File: config.mk
export PLATFORM = sky130hd
export DESIGN_NAME = stroke_bounding_box_normalizer_core
export DESIGN_NICKNAME = d
export VERILOG_FILES = /design/src/rtl/sbbn_pkg.sv /design/src/rtl/stroke_bounding_box_normalizer_core.sv
export SDC_FILE = /design/constraint.sdc
export NUM_CORES = 2
export LEC_CHECK = 0
export BUFFER_PORTS_ARGS = -buffer_cell sky130_fd_sc_hd__buf_2
export CORE_ASPECT_RATIO = 2
export CORE_MARGIN = 2
export CORE_UTILIZATION = 40
export CTS_CLUSTER_DIAMETER = 60
export DETAILED_ROUTE_END_ITERATION = 8
export PLACE_DENSITY = 0.52
export SKIP_LAST_GASP = 1
export SLEW_MARGIN = 20
export SYNTH_ARGS = -nofsm -noshare
export SYNTH_HDL_FRONTEND = slang
export SYNTH_SLANG_ARGS = --single-unit
File: constraint.sdc
create_clock -name aclk -period 8.72 [get_ports aclk]
set_input_delay 0 -clock aclk [delete_from_list [all_inputs] [get_ports aclk]]
set_output_delay 0 -clock aclk [all_outputs]
set_load 0.02 [all_outputs]
File: src/rtl/sbbn_pkg.sv
package sbbn_pkg;

    localparam int COORD_W = 12;
    localparam int GRID_W  = 9;
    localparam int NORM_W  = 8;

    // m = 2*(c-cmin)+S-span never exceeds 2*S, which fits 13 bits
    localparam int M_W    = COORD_W + 1;
    localparam int NUM_W  = NORM_W + M_W;
    localparam int STEP_W = 5;

    localparam logic [STEP_W-1:0] MUL_LAST = STEP_W'(NORM_W - 1);
    localparam logic [STEP_W-1:0] DIV_LAST = STEP_W'(NUM_W - 1);

    localparam logic [GRID_W-1:0] GRID_MIN = 9'd2;
    localparam logic [GRID_W-1:0] GRID_MAX = 9'd256;
    localparam logic [GRID_W-1:0] GRID_RST = 9'd100;

    localparam logic REG_TARGET_WIDTH  = 1'b0;
    localparam logic REG_TARGET_HEIGHT = 1'b1;

    typedef enum logic [2:0] {
        ST_LOAD,
        ST_READ,
        ST_FETCH,
        ST_MUL,
        ST_DIV,
        ST_PUSH
    } state_t;

endpackage

File: src/rtl/stroke_bounding_box_normalizer_core.sv
// stroke bounding box normaliser
// input channel (s_*): one pen point per item, s_stroke_end marks the last point of a
// stroke. points are taken one per cycle while loading; the box is tracked as they arrive.
// a point beyond MAX_POINTS is dropped and the whole stroke is flagged m_overflowed.
// result channel (m_*): after the marked point every stored point comes out rescaled into
// the target grid, in arrival order, m_run_last on the final one.
// config port: cfg_wr_en with cfg_index 0 (target_width) or 1 (target_height).
// emission: each result passes a memory read, an operand step, a bit-serial multiply by
// (grid-1) and a restoring division, one bit per cycle, then the push into the output
// register. the next point is computed while a result waits in the output register;
// s_ready stays low during emission.
// if the receiver stalls, the output register holds its item and the engine waits once
// the following result is ready.
// reset (aresetn, synchronous) empties the store, clears the box and drop flag, sets both
// grid sizes to 100 and drops any stroke in progress. the point store itself is not
// cleared: only entries written in the current stroke are read back.
module stroke_bounding_box_normalizer_core
    import sbbn_pkg::*;
#(
    parameter int MAX_POINTS = 64
) (
    input  logic                    aclk,
    input  logic                    aresetn,

    input  logic                    cfg_wr_en,
    input  logic                    cfg_index,
    input  logic [GRID_W-1:0]       cfg_wdata,

    input  logic                    s_valid,
    output logic                    s_ready,
    input  logic [COORD_W-1:0]      s_point_x,
    input  logic [COORD_W-1:0]      s_point_y,
    input  logic                    s_stroke_end,

    output logic                    m_valid,
    input  logic                    m_ready,
    output logic [NORM_W-1:0]       m_norm_x,
    output logic [NORM_W-1:0]       m_norm_y,
    output logic                    m_run_last,
    output logic                    m_overflowed
);

    localparam int AW = (MAX_POINTS > 1) ? $clog2(MAX_POINTS) : 1;
    localparam int CW = $clog2(MAX_POINTS + 1);

    // configuration
    logic [GRID_W-1:0] tw_reg, th_reg;
    logic [NORM_W-1:0] gm1_x, gm1_y;

    // load side
    state_t            state_reg, state_next;
    logic [CW-1:0]     count_reg;
    logic              drop_reg;
    logic [COORD_W-1:0] min_x_reg, max_x_reg, min_y_reg, max_y_reg;
    logic              accept, full;

    // point store, x in the upper half
    logic [2*COORD_W-1:0] store_mem [MAX_POINTS];
    logic [2*COORD_W-1:0] rd_data_reg;

    // emission control
    logic [CW-1:0]     idx_reg, n_reg;
    logic              drop_emit_reg;
    logic              is_last, out_free;
    logic [STEP_W-1:0] step_reg;

    // per-stroke scale terms
    logic [COORD_W-1:0] span_x_reg, span_y_reg, big_reg;
    logic [M_W-1:0]     den_reg;
    logic               big_zero_reg;
    logic [COORD_W-1:0] span_x, span_y;

    // serial arithmetic
    logic [M_W-1:0]    m_x_reg, m_y_reg;
    logic [NORM_W-1:0] gsh_x_reg, gsh_y_reg;
    logic [NUM_W-1:0]  acc_x_reg, acc_y_reg;
    logic [M_W-1:0]    rem_x_reg, rem_y_reg;
    logic [NORM_W-1:0] q_x_reg, q_y_reg;
    logic [M_W:0]      trial_x, trial_y;
    logic              ge_x, ge_y;

    // output register
    logic              m_valid_reg;
    logic [NORM_W-1:0] m_norm_x_reg, m_norm_y_reg;
    logic              m_run_last_reg, m_overflowed_reg;

    // grid sizes are clamped to 2..256, then reduced by one
    assign gm1_x = (tw_reg < GRID_MIN) ? NORM_W'(GRID_MIN - 9'd1) :
                   (tw_reg > GRID_MAX) ? NORM_W'(GRID_MAX - 9'd1) : NORM_W'(tw_reg - 9'd1);
    assign gm1_y = (th_reg < GRID_MIN) ? NORM_W'(GRID_MIN - 9'd1) :
                   (th_reg > GRID_MAX) ? NORM_W'(GRID_MAX - 9'd1) : NORM_W'(th_reg - 9'd1);

    always_ff @(posedge aclk) begin
        if (!aresetn) begin
            tw_reg <= GRID_RST;
            th_reg <= GRID_RST;
        end else if (cfg_wr_en) begin
            unique case (cfg_index)
                REG_TARGET_WIDTH:  tw_reg <= cfg_wdata;
                REG_TARGET_HEIGHT: th_reg <= cfg_wdata;
                default:           tw_reg <= tw_reg;
            endcase
        end
    end

    assign s_ready  = (state_reg == ST_LOAD);
    assign accept   = s_valid && s_ready;
    assign full     = (count_reg == CW'(MAX_POINTS));
    assign is_last  = ((idx_reg + CW'(1)) == n_reg);
    assign out_free = !m_valid_reg || m_ready;

    assign span_x = max_x_reg - min_x_reg;
    assign span_y = max_y_reg - min_y_reg;

    // one restoring division step per cycle, numerator bits enter msb first
    assign trial_x = {rem_x_reg, acc_x_reg[NUM_W-1]};
    assign trial_y = {rem_y_reg, acc_y_reg[NUM_W-1]};
    assign ge_x    = (trial_x >= {1'b0, den_reg});
    assign ge_y    = (trial_y >= {1'b0, den_reg});

    // state register
    always_ff @(posedge aclk) begin
        if (!aresetn) begin
            state_reg <= ST_LOAD;
        end else begin
            state_reg <= state_next;
        end
    end

    always_comb begin
        state_next = state_reg;
        unique case (state_reg)
            ST_LOAD: begin
                if (accept && s_stroke_end) state_next = ST_READ;
            end
            ST_READ:  state_next = ST_FETCH;
            ST_FETCH: state_next = ST_MUL;
            ST_MUL: begin
                if (step_reg == MUL_LAST) state_next = ST_DIV;
            end
            ST_DIV: begin
                if (step_reg == DIV_LAST) state_next = ST_PUSH;
            end
            ST_PUSH: begin
                if (out_free) state_next = is_last ? ST_LOAD : ST_READ;
            end
            default: state_next = ST_LOAD;
        endcase
    end

    // point store: one write port on load, one registered read port on emission
    always_ff @(posedge aclk) begin
        if (accept && !full) begin
            store_mem[count_reg[AW-1:0]] <= {s_point_x, s_point_y};
        end
        rd_data_reg <= store_mem[idx_reg[AW-1:0]];
    end

    // load bookkeeping and bounding box
    always_ff @(posedge aclk) begin
        if (!aresetn) begin
            count_reg     <= '0;
            drop_reg      <= 1'b0;
            min_x_reg     <= '0;
            max_x_reg     <= '0;
            min_y_reg     <= '0;
            max_y_reg     <= '0;
            idx_reg       <= '0;
            n_reg         <= '0;
            drop_emit_reg <= 1'b0;
        end else begin
            if (accept) begin
                if (!full) begin
                    if (count_reg == '0) begin
                        min_x_reg <= s_point_x;
                        max_x_reg <= s_point_x;
                        min_y_reg <= s_point_y;
                        max_y_reg <= s_point_y;
                    end else begin
                        if (s_point_x < min_x_reg) min_x_reg <= s_point_x;
                        if (s_point_x > max_x_reg) max_x_reg <= s_point_x;
                        if (s_point_y < min_y_reg) min_y_reg <= s_point_y;
                        if (s_point_y > max_y_reg) max_y_reg <= s_point_y;
                    end
                end
                // marked point: freeze the stroke for emission and restart loading
                if (s_stroke_end) begin
                    n_reg         <= full ? count_reg : count_reg + CW'(1);
                    drop_emit_reg <= drop_reg || full;
                    idx_reg       <= '0;
                    count_reg     <= '0;
                    drop_reg      <= 1'b0;
                end else if (full) begin
                    drop_reg <= 1'b1;
                end else begin
                    count_reg <= count_reg + CW'(1);
                end
            end else if (state_reg == ST_PUSH && out_free) begin
                idx_reg <= idx_reg + CW'(1);
            end
        end
    end

    // serial datapath
    always_ff @(posedge aclk) begin
        if (!aresetn) begin
            step_reg <= '0;
        end else begin
            unique case (state_reg)
                ST_READ: begin
                    // larger span scales both axes
                    span_x_reg   <= span_x;
                    span_y_reg   <= span_y;
                    big_reg      <= (span_x > span_y) ? span_x : span_y;
                    den_reg      <= {((span_x > span_y) ? span_x : span_y), 1'b0};
                    big_zero_reg <= (span_x == '0) && (span_y == '0);
                end
                ST_FETCH: begin
                    m_x_reg   <= M_W'({rd_data_reg[2*COORD_W-1:COORD_W] - min_x_reg, 1'b0})
                                 + M_W'(big_reg - span_x_reg);
                    m_y_reg   <= M_W'({rd_data_reg[COORD_W-1:0] - min_y_reg, 1'b0})
                                 + M_W'(big_reg - span_y_reg);
                    gsh_x_reg <= gm1_x;
                    gsh_y_reg <= gm1_y;
                    acc_x_reg <= '0;
                    acc_y_reg <= '0;
                    rem_x_reg <= '0;
                    rem_y_reg <= '0;
                    q_x_reg   <= '0;
                    q_y_reg   <= '0;
                    step_reg  <= '0;
                end
                ST_MUL: begin
                    // shift-and-add, grid bits msb first
                    acc_x_reg <= {acc_x_reg[NUM_W-2:0], 1'b0}
                                 + (gsh_x_reg[NORM_W-1] ? NUM_W'(m_x_reg) : '0);
                    acc_y_reg <= {acc_y_reg[NUM_W-2:0], 1'b0}
                                 + (gsh_y_reg[NORM_W-1] ? NUM_W'(m_y_reg) : '0);
                    gsh_x_reg <= {gsh_x_reg[NORM_W-2:0], 1'b0};
                    gsh_y_reg <= {gsh_y_reg[NORM_W-2:0], 1'b0};
                    step_reg  <= (step_reg == MUL_LAST) ? '0 : step_reg + STEP_W'(1);
                end
                ST_DIV: begin
                    // quotient is below the grid size, so the low 8 bits are enough
                    rem_x_reg <= ge_x ? M_W'(trial_x - {1'b0, den_reg}) : M_W'(trial_x);
                    rem_y_reg <= ge_y ? M_W'(trial_y - {1'b0, den_reg}) : M_W'(trial_y);
                    acc_x_reg <= {acc_x_reg[NUM_W-2:0], 1'b0};
                    acc_y_reg <= {acc_y_reg[NUM_W-2:0], 1'b0};
                    q_x_reg   <= {q_x_reg[NORM_W-2:0], ge_x};
                    q_y_reg   <= {q_y_reg[NORM_W-2:0], ge_y};
                    step_reg  <= step_reg + STEP_W'(1);
                end
                default: step_reg <= step_reg;
            endcase
        end
    end

    // output register, refilled while the engine works on the next point
    always_ff @(posedge aclk) begin
        if (!aresetn) begin
            m_valid_reg <= 1'b0;
        end else if (state_reg == ST_PUSH && out_free) begin
            m_valid_reg <= 1'b1;
        end else if (m_ready) begin
            m_valid_reg <= 1'b0;
        end
    end

    always_ff @(posedge aclk) begin
        if (state_reg == ST_PUSH && out_free) begin
            // degenerate box: every point sits in the grid centre
            m_norm_x_reg     <= big_zero_reg ? (gm1_x >> 1) : q_x_reg;
            m_norm_y_reg     <= big_zero_reg ? (gm1_y >> 1) : q_y_reg;
            m_run_last_reg   <= is_last;
            m_overflowed_reg <= drop_emit_reg;
        end
    end

    assign m_valid      = m_valid_reg;
    assign m_norm_x     = m_norm_x_reg;
    assign m_norm_y     = m_norm_y_reg;
    assign m_run_last   = m_run_last_reg;
    assign m_overflowed = m_overflowed_reg;

endmodule

==> run metrics <==
mapped cell area 0.0776 sq mm; clock tree from TritonCTS built; maximum VDD drop 0.153 mV; final hold vios 0; Final Net Count 4,703; EDFF count, synth 1,717; # resized after CTS 0; critical path endpoint category flop; measured slew at the worst slew-check pin 1.12 ns; Gate Count Post-Synth 4,233; WL/cell 28.6 um; Critical Path Slowest Stage Cell nor2_1; # rows 228; average size of a mapped cell 18.3 sq um; DR iter-0 viols 2,762; min Tclk post-route 5.00 ns; post-route ant nets 0; number of fill cells in the layout 16,600; H-tree Lvls 4; setup bufs post-CTS 0; unrepaired setup endpoints after global routing false; vias in the first global route 42,000; Comb power frac 23.6%; final setup vio count 0; GRT overflow 0; CP top delay family compound AO/OA/AOI/OAI gates; Die Ht 627 um; area grow syn2layout 13.1%; Horiz. Die Dim 315 um; max-slew violations 0; TritonCTS Buffers 174; fmax 0.200 GHz; CTS root buf clkbuf_16; CP Data Arrival Time 5.54 ns; Total Power 23,500 uW; vias 39,100; first-pass GRT wire length 294 mm; Sw Share 28.8%; Clock Skews 0.0688 ns; status finished, final reports clean; Final GP Congestion 0.828; Sum Neg Setup Slack 0 ns; Cell Chain, Critical Path ha_1, inv_1, fa_1, a211oi_1, o21bai_1, a2111oi_0, nor3_1, a21o_1, a21oi_1, xnor2_1, ha_1, nand4_1, nor3_1, a2111oi_0, nor2_1, mux2_2; most frequent cells in the layout 1,717 x edfxtp_1, 504 x mux4_2, 197 x nand2_1, 181 x ha_1, 176 x clkbuf_16; internal power 16,700 uW; Startpoint Class flop; largest net degree at the start of global routing 116; Top FF cell, synth edfxtp_1; maxcap violations 0; Post-DP HPWL 135 mm; asr flop ratio synth 0%; placed instance area 0.0816 sq mm; Mapped Nets 4,486; clock power share 31.7%; Seq/Total Area, Yosys 69.6%; Yosys top cell area share 66.4%; worst-path maximum fanout 12; Final period util 57.3%; core area 0.193 sq mm; top cells by area, synth edfxtp_1 66%, mux4_2 15%, dfxtp_1 3.1%; full die area 0.198 sq mm; Leak 0.0278 uW; initial antenna violation count 10; number of I/O pins 60; Slew HR 25.0%; GRT Util Overall 20.7%; DP Worst Slack 3.79 ns; switching pwr 6780 uW; vias per inst 5.51; fin area 0.0878 sq mm; Pre-Repair DR Iteration Count 7; most common cell after layout, fill and taps aside edfxtp_1; Warnings, synthesis 0; Reg power frac 44.7%; fraction of final layout cells sized beyond drive strength 1 21.8%; post-synth cell types 79; DRC 0; clk slew on worst S/H paths 0.07 ns; deepest clock path buffer count 4; Critical Path RT 9.27 ns; Initial Utilization 40.3%; later-pin clock latency in the skew report 0.84 ns; post-synth top area cell edfxtp_1; Worst Hold Class input pin to flop; Worst Slack Setup Final 3.72 ns; final wirelength 203 mm; Setup CP Type flop to flop; Buf/Inv on CP 1; clk sink count 1,839; Pwr Density 268 mW/mm^2; # port buffers 59; Seq cells post-synth 1,839; CP max stage delay 0.80 ns; max reg flops 1,536
-- per-layer routing --
metal / global-route usage, % / up-vias / part of all wire, %
li1: - / 17300 / -
met1: 21.4 / 20800 / 35
met2: 42.6 / 700 / 60
met3: 1.98 / 289 / 2.6
met4: 6.38 / 2 / 3.1
met5: 0 / - / 0.0064
-- power by group through the flow --
stage	Sequential (uW)	Clock (uW)	Combinational (uW)
global route	10500	7920	6190
detailed placement	10700	0	5560
CTS	10500	7630	5630
global placement	10700	0	5460
finish	10500	7460	5550
floorplan	10600	0	3980
-- stage by stage --
step	std cells	utilization, %	hold WS (ns)
after floorplan	4233	-	0.0989
after global placement	6731	42.3	0.265
after detailed placement	6732	42.3	0.265
after CTS	7103	45.5	0.00967
after global routing	7104	45.5	0.0559
final	7106	45.5	0.0453
-- worst reg2reg max path, cell delays in order (launching register included) --
cell and delay [ns]:
dfxtp_1 0.39, ha_1 0.20, inv_1 0.06, fa_1 0.41, a211oi_1 0.28, o21bai_1 0.15, a2111oi_0 0.50, nor3_1 0.20
a21o_1 0.21, a21oi_1 0.17, xnor2_1 0.16, ha_1 0.33, nand4_1 0.13, nor3_1 0.22, a2111oi_0 0.09, nor2_1 0.80
mux2_2 0.42
-- final timing paths --
check                                    end  slack (ns)          from  cells after the start
worst min register to register  min_y_reg[5]        0.45  min_y_reg[5]                      2
worst max-delay path              big_reg[1]        3.72  min_x_reg[0]                     16
worst min-delay path               th_reg[1]        0.05  cfg_wdata[1]                      4
worst max register to register    big_reg[1]        3.72  min_x_reg[0]                     16
-- cell type report --
type | instances | area (sq um) | area share [%]
Sequential cell | 1839 | 54000 | 61.5
Multi-Input combinational cell | 2045 | 22700 | 25.9
Inverter | 168 | 631 | 0.718
Clock buffer | 217 | 4600 | 5.24
Antenna cell | 3 | 7.51 | 0.00855
Timing Repair Buffer | 222 | 1810 | 2.07
Tap cell | 2530 | 3170 | 3.61
Clock inverter | 82 | 790 | 0.900
-- cell usage after synthesis (all sizes together), types with 5 or more instances --
cell and instances:
edfxtp 1717, mux4 504, nor2 201, nand2 198, ha 181, inv 168
dfxtp 122, clkbuf 109, o21ai 98, a21oi 93, nand3 87, buf 72
xnor2 72, nor2b 62, and2 56, mux2i 48, xor2 46, nor3 43
a21o 38, fa 32, mux2 23, nand2b 22, a21boi 20, nand4 19
and3 14, or3 13, o21a 12, or4 12, a211oi 11, o211ai 11
or2 9, a31oi 8, o311ai 8, o41ai 8, nand3b 7, a211o 6
nor3b 6, nor4 6, o21bai 6, o31ai 6, a2111oi 5, nor4b 5
o2111ai 5
-- cells by family after synthesis --
group | after synthesis | share of synthesized area [%]
AOI/OAI and AO/OA | 372 | 3.17
xor gates and xnor gates | 119 | 1.36
adders and majority gates | 213 | 3.74
buffers and inverters | 349 | 1.80
DFF | 1839 | 69.6
muxes | 575 | 15.6
and+or+nand+nor | 766 | 4.78
-- repair_timing --
| action | 4_1_cts | 5_1_grt |
|---|---|---|
| endpoints found under the hold margin | 848 | 0 |
| endpoints found under the setup margin | 0 | 0 |
| hold buffers | 72 | 0 |
No activity file was read; power rests on OpenSTA's default activity.
